[config.mk]
export PLATFORM = sky130hd
export DESIGN_NAME = base64_stream_decoder
export DESIGN_NICKNAME = d
export VERILOG_FILES = /design/src/rtl/b64d_pkg.sv /design/src/rtl/b64d_front.sv /design/src/rtl/b64d_queue.sv /design/src/rtl/b64d_back.sv /design/src/rtl/base64_stream_decoder.sv
export SDC_FILE = /design/constraint.sdc
export NUM_CORES = 1
export LEC_CHECK = 0
export BUFFER_PORTS_ARGS = -buffer_cell sky130_fd_sc_hd__buf_4
export CELL_PAD_IN_SITES_DETAIL_PLACEMENT = 1
export CELL_PAD_IN_SITES_GLOBAL_PLACEMENT = 2
export CORE_ASPECT_RATIO = 2
export CORE_MARGIN = 5
export CORE_UTILIZATION = 35
export DETAILED_ROUTE_END_ITERATION = 7
export PLACE_DENSITY_LB_ADDON = 0.1
export SYNTH_ARGS = -nofsm -noshare
export SYNTH_HDL_FRONTEND = slang
export SYNTH_SLANG_ARGS = --single-unit
[constraint.sdc]
create_clock -name i_clk -period 4.1 [get_ports i_clk]
set_clock_uncertainty 0.05 [all_clocks]
set_input_delay 0.82 -clock i_clk [delete_from_list [all_inputs] [get_ports i_clk]]
set_output_delay 0.82 -clock i_clk [all_outputs]
set_load 0.02 [all_outputs]
[src/rtl/b64d_pkg.sv]
// Shared types, constants and the alphabet lookup of the base64 stream decoder.
package b64d_pkg;

    // Width of the saturating decoded-byte counter.
    localparam int COUNT_BITS = 24;
    // Width of the byte_count result field.
    localparam int BYTE_COUNT_W = 24;

    // Depth of the job queue between front and back.
    localparam int QUEUE_DEPTH = 4;
    localparam int QUEUE_AW    = $clog2(QUEUE_DEPTH);

    // Input kind codes.
    localparam logic KIND_CHAR = 1'b0;
    localparam logic KIND_END  = 1'b1;

    // Result kind codes.
    localparam logic RES_DATA   = 1'b0;
    localparam logic RES_STATUS = 1'b1;

    // Status codes.
    localparam logic STATUS_OK  = 1'b0;
    localparam logic STATUS_BAD = 1'b1;

    // Special characters.
    localparam logic [7:0] CH_PAD = 8'h3D;  // '='
    localparam logic [7:0] CH_CR  = 8'h0D;
    localparam logic [7:0] CH_LF  = 8'h0A;

    // Slot codes within a group of four characters.
    localparam logic [1:0] SLOT_0 = 2'd0;
    localparam logic [1:0] SLOT_1 = 2'd1;
    localparam logic [1:0] SLOT_2 = 2'd2;
    localparam logic [1:0] SLOT_3 = 2'd3;

    // One unit of work for the back end: a finished group or an end-of-string status.
    typedef struct packed {
        logic        is_status;
        logic        status;
        logic [1:0]  nbytes;   // 1..3 for a data group
        logic [23:0] word;     // byte 0 in [23:16]
    } t_job;

    // Alphabet lookup: {valid, sextet}.
    function automatic logic [6:0] sextet_of(input logic [7:0] ch);
        logic [6:0] res;
        res = 7'd0;
        if (ch inside {[8'h41:8'h5A]}) begin
            res = {1'b1, 6'(ch - 8'h41)};
        end else if (ch inside {[8'h61:8'h7A]}) begin
            res = {1'b1, 6'(ch - 8'h61 + 8'd26)};
        end else if (ch inside {[8'h30:8'h39]}) begin
            res = {1'b1, 6'(ch - 8'h30 + 8'd52)};
        end else if (ch == 8'h2B) begin
            res = {1'b1, 6'd62};
        end else if (ch == 8'h2F) begin
            res = {1'b1, 6'd63};
        end
        return res;
    endfunction

endpackage

[src/rtl/b64d_front.sv]
// Front end: accepts characters, tracks the group state and issues jobs.
module b64d_front (
    input  logic            i_clk,
    input  logic            i_rst_n,
    input  logic            i_take,
    input  logic            i_kind,
    input  logic [7:0]      i_char_code,
    output logic            o_job_push,
    output b64d_pkg::t_job  o_job
);
    import b64d_pkg::*;

    logic [1:0]  r_pos,   n_pos;
    logic [1:0]  r_skips, n_skips;
    logic [17:0] r_acc,   n_acc;
    logic        r_pad,   n_pad;
    logic        r_stop,  n_stop;
    logic        r_err,   n_err;

    logic [6:0]  w_lut;
    logic        w_valid;
    logic [5:0]  w_sx;

    assign w_lut   = sextet_of(i_char_code);
    assign w_valid = w_lut[6];
    assign w_sx    = w_lut[5:0];

    always_comb begin
        n_pos      = r_pos;
        n_skips    = r_skips;
        n_acc      = r_acc;
        n_pad      = r_pad;
        n_stop     = r_stop;
        n_err      = r_err;
        o_job_push = 1'b0;
        o_job      = '0;
        if (i_take) begin
            if (i_kind == KIND_END) begin
                o_job_push      = 1'b1;
                o_job.is_status = 1'b1;
                o_job.status    = (r_err || (!r_stop && r_pos != SLOT_0)) ?
                                  STATUS_BAD : STATUS_OK;
                n_pos   = SLOT_0;
                n_skips = 2'd0;
                n_acc   = 18'd0;
                n_pad   = 1'b0;
                n_stop  = 1'b0;
                n_err   = 1'b0;
            end else if (!r_stop && !r_err) begin
                case (r_pos)
                    SLOT_0: begin
                        if ((i_char_code == CH_CR || i_char_code == CH_LF) &&
                            r_skips < 2'd2) begin
                            n_skips = r_skips + 2'd1;
                        end else if (!w_valid) begin
                            n_stop = 1'b1;
                        end else begin
                            n_acc   = {12'd0, w_sx};
                            n_skips = 2'd0;
                            n_pos   = SLOT_1;
                        end
                    end
                    SLOT_1: begin
                        if (!w_valid) begin
                            n_err = 1'b1;
                        end else begin
                            n_acc = {r_acc[11:0], w_sx};
                            n_pos = SLOT_2;
                        end
                    end
                    SLOT_2: begin
                        if (i_char_code == CH_PAD) begin
                            n_pad = 1'b1;
                            n_acc = {r_acc[11:0], 6'd0};
                            n_pos = SLOT_3;
                        end else if (!w_valid) begin
                            n_err = 1'b1;
                        end else begin
                            n_acc = {r_acc[11:0], w_sx};
                            n_pos = SLOT_3;
                        end
                    end
                    default: begin
                        if (i_char_code == CH_PAD) begin
                            n_stop       = 1'b1;
                            o_job_push   = 1'b1;
                            o_job.word   = {r_acc, 6'd0};
                            o_job.nbytes = r_pad ? 2'd1 : 2'd2;
                        end else if (r_pad || !w_valid) begin
                            n_err = 1'b1;
                        end else begin
                            o_job_push   = 1'b1;
                            o_job.word   = {r_acc, w_sx};
                            o_job.nbytes = 2'd3;
                            n_pos        = SLOT_0;
                            n_skips      = 2'd0;
                            n_acc        = 18'd0;
                        end
                    end
                endcase
            end
        end
    end

    always_ff @(posedge i_clk) begin
        if (!i_rst_n) begin
            r_pos   <= SLOT_0;
            r_skips <= 2'd0;
            r_acc   <= 18'd0;
            r_pad   <= 1'b0;
            r_stop  <= 1'b0;
            r_err   <= 1'b0;
        end else begin
            r_pos   <= n_pos;
            r_skips <= n_skips;
            r_acc   <= n_acc;
            r_pad   <= n_pad;
            r_stop  <= n_stop;
            r_err   <= n_err;
        end
    end

endmodule

[src/rtl/b64d_queue.sv]
// Short job queue between the front and back ends.
module b64d_queue (
    input  logic            i_clk,
    input  logic            i_rst_n,
    input  logic            i_push,
    input  b64d_pkg::t_job  i_job,
    input  logic            i_pop,
    output logic            o_full,
    output logic            o_empty,
    output b64d_pkg::t_job  o_head
);
    import b64d_pkg::*;

    t_job                r_mem [QUEUE_DEPTH];
    logic [QUEUE_AW-1:0] r_wr, r_rd;
    logic [QUEUE_AW:0]   r_cnt;
    logic                w_push, w_pop;

    assign o_full  = (r_cnt == (QUEUE_AW+1)'(QUEUE_DEPTH));
    assign o_empty = (r_cnt == '0);
    assign w_push  = i_push && !o_full;
    assign w_pop   = i_pop && !o_empty;
    assign o_head  = r_mem[r_rd];

    always_ff @(posedge i_clk) begin
        if (w_push) begin
            r_mem[r_wr] <= i_job;
        end
    end

    always_ff @(posedge i_clk) begin
        if (!i_rst_n) begin
            r_wr  <= '0;
            r_rd  <= '0;
            r_cnt <= '0;
        end else begin
            if (w_push) begin
                r_wr <= (r_wr == QUEUE_AW'(QUEUE_DEPTH - 1)) ? '0 : r_wr + 1'b1;
            end
            if (w_pop) begin
                r_rd <= (r_rd == QUEUE_AW'(QUEUE_DEPTH - 1)) ? '0 : r_rd + 1'b1;
            end
            if (w_push && !w_pop) begin
                r_cnt <= r_cnt + 1'b1;
            end else if (!w_push && w_pop) begin
                r_cnt <= r_cnt - 1'b1;
            end
        end
    end

endmodule

[src/rtl/b64d_back.sv]
// Back end: expands jobs into result transactions and keeps the byte count.
module b64d_back (
    input  logic                                 i_clk,
    input  logic                                 i_rst_n,
    input  logic                                 i_q_empty,
    input  b64d_pkg::t_job                       i_head,
    output logic                                 o_q_pop,
    input  logic                                 i_pop,
    output logic                                 o_empty,
    output logic                                 o_result_kind,
    output logic [7:0]                           o_data_byte,
    output logic                                 o_status_code,
    output logic [b64d_pkg::BYTE_COUNT_W-1:0]    o_byte_count,
    output logic                                 o_last_of_run
);
    import b64d_pkg::*;

    localparam logic [COUNT_BITS-1:0] COUNT_MAX = '1;

    logic                    r_out_valid;
    logic                    r_kind;
    logic [7:0]              r_byte;
    logic                    r_status;
    logic [BYTE_COUNT_W-1:0] r_count_out;
    logic                    r_last;
    logic [1:0]              r_idx, n_idx;
    logic [COUNT_BITS-1:0]   r_count, n_count, w_count_res;
    logic [BYTE_COUNT_W-1:0] w_count_ext;
    logic                    w_load, w_last;
    logic [7:0]              w_byte;

    assign w_load = (!r_out_valid || i_pop) && !i_q_empty;

    always_comb begin
        case (r_idx)
            2'd0:    w_byte = i_head.word[23:16];
            2'd1:    w_byte = i_head.word[15:8];
            default: w_byte = i_head.word[7:0];
        endcase
    end

    assign w_last  = i_head.is_status || (r_idx == i_head.nbytes - 2'd1);
    assign o_q_pop = w_load && w_last;

    always_comb begin
        n_idx       = r_idx;
        n_count     = r_count;
        w_count_res = r_count;
        if (w_load) begin
            n_idx = w_last ? 2'd0 : r_idx + 2'd1;
            if (i_head.is_status) begin
                n_count = '0;
            end else begin
                n_count     = (r_count == COUNT_MAX) ? r_count : r_count + 1'b1;
                w_count_res = n_count;
            end
        end
    end

    generate
        if (COUNT_BITS >= BYTE_COUNT_W) begin : g_cnt_trunc
            assign w_count_ext = w_count_res[BYTE_COUNT_W-1:0];
        end else begin : g_cnt_ext
            assign w_count_ext = {{(BYTE_COUNT_W-COUNT_BITS){1'b0}}, w_count_res};
        end
    endgenerate

    always_ff @(posedge i_clk) begin
        if (w_load) begin
            r_kind      <= i_head.is_status ? RES_STATUS : RES_DATA;
            r_byte      <= i_head.is_status ? 8'd0 : w_byte;
            r_status    <= i_head.is_status ? i_head.status : STATUS_OK;
            r_count_out <= w_count_ext;
            r_last      <= w_last;
        end
    end

    always_ff @(posedge i_clk) begin
        if (!i_rst_n) begin
            r_out_valid <= 1'b0;
            r_idx       <= 2'd0;
            r_count     <= '0;
        end else begin
            r_idx   <= n_idx;
            r_count <= n_count;
            if (w_load) begin
                r_out_valid <= 1'b1;
            end else if (i_pop) begin
                r_out_valid <= 1'b0;
            end
        end
    end

    assign o_empty       = !r_out_valid;
    assign o_result_kind = r_kind;
    assign o_data_byte   = r_byte;
    assign o_status_code = r_status;
    assign o_byte_count  = r_count_out;
    assign o_last_of_run = r_last;

endmodule

[src/rtl/base64_stream_decoder.sv]
// Top level of the streaming base64 decoder: front end, job queue, back end.
//
//  channel   direction  handshake             payload
//  input     in         push / full           i_kind, i_char_code
//  result    out        empty / pop           o_result_kind, o_data_byte,
//                                             o_status_code, o_byte_count,
//                                             o_last_of_run
//
// One character transaction is taken per cycle while the job queue has room;
// the front end decides the character in the cycle it is taken.
// A finished group passes through the job queue into the result register
// and leaves as up to three transactions, one per cycle while pop stays high.
// full rises when the four-entry job queue fills, i.e. when pop stays low.
// Synchronous active-low reset clears group state, queue and byte count.
module base64_stream_decoder (
    input  logic        i_clk,
    input  logic        i_rst_n,
    input  logic        push,
    output logic        full,
    input  logic        i_kind,
    input  logic [7:0]  i_char_code,
    output logic        empty,
    input  logic        pop,
    output logic        o_result_kind,
    output logic [7:0]  o_data_byte,
    output logic        o_status_code,
    output logic [23:0] o_byte_count,
    output logic        o_last_of_run
);
    import b64d_pkg::*;

    logic w_take;
    logic w_job_push;
    t_job w_job;
    logic w_q_full, w_q_empty, w_q_pop;
    t_job w_head;

    // An input transaction is taken whenever the queue can absorb a job.
    assign full   = w_q_full;
    assign w_take = push && !w_q_full;

    b64d_front u_front (
        .i_clk       (i_clk),
        .i_rst_n     (i_rst_n),
        .i_take      (w_take),
        .i_kind      (i_kind),
        .i_char_code (i_char_code),
        .o_job_push  (w_job_push),
        .o_job       (w_job)
    );

    b64d_queue u_queue (
        .i_clk   (i_clk),
        .i_rst_n (i_rst_n),
        .i_push  (w_job_push),
        .i_job   (w_job),
        .i_pop   (w_q_pop),
        .o_full  (w_q_full),
        .o_empty (w_q_empty),
        .o_head  (w_head)
    );

    // Back end drains one result per cycle into its output register while that register is empty or being popped.
    b64d_back u_back (
        .i_clk         (i_clk),
        .i_rst_n       (i_rst_n),
        .i_q_empty     (w_q_empty),
        .i_head        (w_head),
        .o_q_pop       (w_q_pop),
        .i_pop         (pop),
        .o_empty       (empty),
        .o_result_kind (o_result_kind),
        .o_data_byte   (o_data_byte),
        .o_status_code (o_status_code),
        .o_byte_count  (o_byte_count),
        .o_last_of_run (o_last_of_run)
    );

`ifndef SYNTHESIS
    // A status result always closes its transaction run.
    a_status_last: assert property (@(posedge i_clk) disable iff (!i_rst_n)
        (!empty && o_result_kind == RES_STATUS) |-> o_last_of_run)
        else $error("status result without last_of_run");

    // Status results carry a zero data byte.
    a_status_zero: assert property (@(posedge i_clk) disable iff (!i_rst_n)
        (!empty && o_result_kind == RES_STATUS) |-> (o_data_byte == 8'd0))
        else $error("status result with nonzero data byte");

    // The front end never issues a job the queue cannot hold.
    a_no_overflow: assert property (@(posedge i_clk) disable iff (!i_rst_n)
        w_job_push |-> !w_q_full)
        else $error("job pushed into full queue");

    // Data results stay valid and unchanged until popped.
    a_hold: assert property (@(posedge i_clk) disable iff (!i_rst_n)
        (!empty && !pop) |=> (!empty && $stable(o_byte_count) && $stable(o_data_byte)))
        else $error("result changed while waiting");
`endif

endmodule

==> impl.org <==
** Job
- Max capacitance violation total :: 0

** Worst setup path
- The worst setup path is launched from a primary input.
- STA classifies the critical path endpoint as a flip-flop.
- By startpoint and endpoint, the worst setup path is classified as in -> reg.
- Among cell families on the critical path, the largest total delay comes from adder cells.
- For this design, the slowest cell found on the critical path is sky130_fd_sc_hd__fa_1.
- Cells along the critical path :: buf_4 > ha_1 > and2_1 > and2_0 > o22ai_1 > a311oi_2 > ha_1 > inv_1 > fa_1 > xor2_1 > or3_1 > a21oi_1
- CP max FO :: 8
- WP buf/inv :: 2
- Data arrival time of the worst path :: 3.61 ns
- The most numerous cell type found on the critical path is sky130_fd_sc_hd__ha_1.
- The largest single stage delay on the critical path is around 0.37 ns.
- Data required time at the worst endpoint :: approximately 4.5 ns

** Synth
- Mapped Cells :: 759
- In this run the cell area of the synthesized design comes to 9560 µm².
- In this run, synthesis produced a sequential element count of ~210.
- Number of synthesized flops with an enable pin :: 147
- Async SR Flop Fraction :: 0%
- The most used flip-flop cell after synthesis is sky130_fd_sc_hd__edfxtp_1.
- Avg Cell Area, Syn :: roughly 13 µm²
- Mapped Nets :: just under 800
- Number of warnings printed during yosys synthesis :: 0
- Number of distinct library cells after synthesis :: 80
- Sequential elements use 58.9% of the synthesized area.

** STA
- The max-slew violation total from the final report was 0.
- Setup violations remaining at the end of the flow were counted as 0.
- Final critical-path share of the clock period :: approximately four fifths
- Unrepaired setup endpoints after global routing :: no
- Actual slew at the worst max-slew pin :: around 0.86 ns
- Measured against its own limit, the worst slew margin works out to a little over two fifths.
- Minimum period implied by the final worst setup slack :: 3.23 ns
- Setup total negative slack on the finished layout was measured at 0 ns.
- Maximum clock rate :: approximately 310 MHz
- The final hold violation count came to 0.

** Global route
- Entering global routing, the biggest net connects 44 pins.
- The number of global-route vias before repair is ~6900.
- For this run, the total global-route usage over all layers was measured as roughly 16%.
- Number of antenna violations at the first check in global routing :: 0
- Global route overflow :: 0
- Global-route wire length before repair :: a little under 40 mm

** CTS
- CTS tree :: yes
- Post-CTS timing repair inserted 0 buffers for setup.
- The clock reaches the later pin of the worst-skew pair after about 0.51 ns.
- In this run, post-CTS repair resized a total of 0 instances.
- Number of sinks handled by clock tree synthesis :: 208
- In this run the number of H-tree levels came out at 1.
- CTS root buffer :: sky130_fd_sc_hd__clkbuf_16
- In this run, post-CTS hold repair placed 0 buffers.
- Clock transition at the registers of the reported paths :: around 0.060 ns
- The longest clock path from root to sink contains 3 buffers.
- Clock tree synthesis inserted a total of 22 buffers.

** Final layout
- Once layout is complete, the utilization of the core stands at about two fifths.
- For this run, the post-layout net count is 845.
- Synth-to-layout area growth :: 14.7%
- The repair_antennas step left the layout with diodes totalling 0.
- Proportion of layout cells with a drive suffix above 1 :: about 18%
- Fillers :: ~2800

** Worst hold path
- The path class of the tightest hold or removal check is reg -> reg.

** Detailed routing
- The first detailed-routing pass ran for 4 iterations.
- After detailed routing, the number of remaining DRC violations is 0.
- In this run the remaining antenna-violating nets after routing total 0.
- The detailed router placed 6355 vias in this run.
- Final WL :: 24.7 mm
- Avg WL per Cell :: ~21 µm
- Vias per std cell :: between 5 and 6
- For this block, the initial DRC count from the detailed router was 310.

** Power and ir drop
- Net switching is 31.2% of the power.
- LEAKAGE :: slightly below 4 nW
- Internal :: around 4.2 mW
- Power density over cell area :: between 500 and 600 nW/µm²
- Net switching power of the design :: 1.91 mW
- Power comes to ~6 mW.
- Comb pwr share :: 25.6%
- Register share of total power :: 43.5%
- Max IR drop VDD :: approximately 0.24 mV
- In this run, the clock network consumes between 30% and 40% of the power.

** Die
- Measured along the x axis, the die boundary spans about 130 µm.
- Total core area :: between 20000 and 30000 µm²
- Die area :: around 31000 µm²
- 50 I/O pins were placed.
- The initial utilization of the core area, before any placement, comes to 35.5%.
- Number of rows in the core area :: 85
- Die Y :: around 240 µm

** Placement
- The wire-length estimate of the detail-placed layout is 17.2 mm.
- Final estimated routing congestion in global placement :: around 0.87
- In this run the tool buffered the top-level ports with between 40 and 50 buffer cells.

** Outcome
- The run finished with clean final reports.
[cell families (layout without fill, tap and decap cells)]
logic type,after synthesis,after routing,share of synthesized area [%]
xor+xnor,32,32,2.93
simple gates,231,231,12.6
buf+inv,68,133,3.24
compound gates,159,159,11.7
flops,208,208,58.9
fa+ha+maj,23,23,3.09
mux,38,38,7.54
[worst reg2reg max path, stage by stage, from the launching register on]
cell and delay (ns):
sky130_fd_sc_hd__dfxtp_1 0.45, sky130_fd_sc_hd__mux2i_1 0.24, sky130_fd_sc_hd__mux2_2 0.17, sky130_fd_sc_hd__buf_4 0.25
sky130_fd_sc_hd__clkinv_1 0.13, sky130_fd_sc_hd__o21ai_1 0.43, sky130_fd_sc_hd__ha_1 0.27, sky130_fd_sc_hd__inv_1 0.06
sky130_fd_sc_hd__fa_1 0.37, sky130_fd_sc_hd__xor2_1 0.17, sky130_fd_sc_hd__or3_1 0.30, sky130_fd_sc_hd__a21oi_1 0.16
[power by group through the flow]
stage	clock network, mW	logic [mW]	registers [mW]
2_1_floorplan	0	0.732	2.92
3_3_place_gp	0	1.58	2.70
3_5_place_dp	0	1.61	2.71
4_1_cts	1.94	1.61	2.66
5_1_grt	2.03	1.71	2.69
6_report	1.89	1.57	2.66
[metrics by stage]
step | cells | setup WS [ns] | area [µm²] | hold WS [ns]
2_1_floorplan | 759 | 0.213 | 9560 | 0.388
3_3_place_gp | 1133 | 0.400 | 10300 | 0.405
3_5_place_dp | 1133 | 0.354 | 10300 | 0.416
4_1_cts | 1172 | 0.875 | 11000 | 0.429
5_1_grt | 1172 | 0.622 | 11000 | 0.445
6_report | 1172 | 0.866 | 11000 | 0.425
[synthesized netlist by cell type (4+ instances only)]
| master | number | share of area (%) |
|---|---|---|
| sky130_fd_sc_hd__nand2b_1 | 4 | 0.26 |
| sky130_fd_sc_hd__nand2_1 | 56 | 2.2 |
| sky130_fd_sc_hd__buf_1 | 4 | 0.16 |
| sky130_fd_sc_hd__buf_2 | 11 | 0.58 |
| sky130_fd_sc_hd__xor2_1 | 19 | 1.7 |
| sky130_fd_sc_hd__dfxtp_1 | 61 | 13 |
| sky130_fd_sc_hd__xnor2_1 | 13 | 1.2 |
| sky130_fd_sc_hd__clkbuf_1 | 21 | 0.82 |
| sky130_fd_sc_hd__nor2_1 | 53 | 2.1 |
| sky130_fd_sc_hd__nand4_1 | 8 | 0.52 |
| sky130_fd_sc_hd__nor4_1 | 4 | 0.26 |
| sky130_fd_sc_hd__nor3b_1 | 4 | 0.31 |
| sky130_fd_sc_hd__a22o_1 | 13 | 1.2 |
| sky130_fd_sc_hd__mux4_2 | 27 | 6.4 |
| sky130_fd_sc_hd__o2bb2ai_1 | 6 | 0.55 |
| sky130_fd_sc_hd__a31oi_1 | 11 | 0.72 |
| sky130_fd_sc_hd__inv_1 | 22 | 0.86 |
| sky130_fd_sc_hd__a41oi_1 | 4 | 0.37 |
| sky130_fd_sc_hd__a21oi_1 | 42 | 2.2 |
| sky130_fd_sc_hd__a22oi_1 | 11 | 0.86 |
| sky130_fd_sc_hd__nor3_1 | 12 | 0.63 |
| sky130_fd_sc_hd__o211a_1 | 4 | 0.42 |
| sky130_fd_sc_hd__nand3_1 | 21 | 1.1 |
| sky130_fd_sc_hd__or3_1 | 14 | 0.92 |
| sky130_fd_sc_hd__mux2i_1 | 9 | 0.94 |
| sky130_fd_sc_hd__and2_1 | 27 | 1.8 |
| sky130_fd_sc_hd__buf_4 | 5 | 0.39 |
| sky130_fd_sc_hd__ha_1 | 22 | 2.9 |
| sky130_fd_sc_hd__edfxtp_1 | 147 | 46 |
| sky130_fd_sc_hd__o21ai_0 | 24 | 1.3 |
[path summary, 6_finish.rpt]
kind	from	endpoint	slack, ns	depth (start not counted)
worst max-delay path	i_char_code[3]	u_queue.r_cnt[2]$_SDFFE_PN0P_	0.87	12
worst min-delay path	u_back.r_out_valid$_SDFFE_PN0P_	u_back.r_out_valid$_SDFFE_PN0P_	0.42	2
worst max register to register	flip-flop	u_queue.r_cnt[2]$_SDFFE_PN0P_	0.95	11
worst min register to register	u_back.r_out_valid$_SDFFE_PN0P_	u_back.r_out_valid$_SDFFE_PN0P_	0.42	2
[layer usage]
metal | part of all wire [%] | global-route usage (%) | vias up
li1 | - | - | 2982
met1 | 35 | 15.8 | 3226
met2 | 58 | 32.8 | 98
met3 | 2.9 | 1.95 | 49
met4 | 3.7 | 6.48 | 0
met5 | 0 | 0 | -
[flip-flops by register name (all words and copies together), names as in the netlist, named ones only]
register              cells
u_back.r_idx              2
u_front.r_skips           2
u_back.o_result_kind      1
u_front.r_acc            18
u_back.r_out_valid        1
u_front.r_stop            1
u_back.o_data_byte        8
u_back.o_status_code      1
u_queue.r_rd              2
u_queue.r_wr              2
u_queue.r_cnt             3
u_front.r_pad             1
u_back.r_count           24
u_back.o_last_of_run      1
u_front.r_err             1
u_queue.r_mem           112
u_back.o_byte_count      24
u_front.r_pos             2
[cell usage in the layout (no fill, tap or decap), types with 6 or more instances in the layout]
cell type                     n
sky130_fd_sc_hd__dfxtp_1     60
sky130_fd_sc_hd__nor3_1      12
sky130_fd_sc_hd__xnor2_1     13
sky130_fd_sc_hd__or3_1       14
sky130_fd_sc_hd__and2_1      27
sky130_fd_sc_hd__clkbuf_1     8
sky130_fd_sc_hd__o2bb2ai_1    6
sky130_fd_sc_hd__inv_1       21
sky130_fd_sc_hd__o21ai_0     24
sky130_fd_sc_hd__clkbuf_16   22
sky130_fd_sc_hd__nand4_1      8
sky130_fd_sc_hd__a22oi_1     11
sky130_fd_sc_hd__buf_4       70
sky130_fd_sc_hd__xor2_1      19
sky130_fd_sc_hd__edfxtp_1   147
sky130_fd_sc_hd__a22o_1      13
sky130_fd_sc_hd__a31oi_1     11
sky130_fd_sc_hd__nor2_1      53
sky130_fd_sc_hd__nand3_1     21
sky130_fd_sc_hd__mux2i_1      9
sky130_fd_sc_hd__ha_1        22
sky130_fd_sc_hd__a21oi_1     42
sky130_fd_sc_hd__mux4_2      27
sky130_fd_sc_hd__nand2_1     56
[final cells by class]
type                            instances  area, µm²  area share, %
Sequential cell                       208       5640           51.4
Inverter                               24       90.1          0.821
Tap cell                              348        435           3.97
Clock inverter                          9       86.3          0.787
Timing Repair Buffer                   70        526           4.79
Multi-Input combinational cell        483       3620           33.0
Clock buffer                           30        581           5.29
Power figures use the tool's default switching activity.
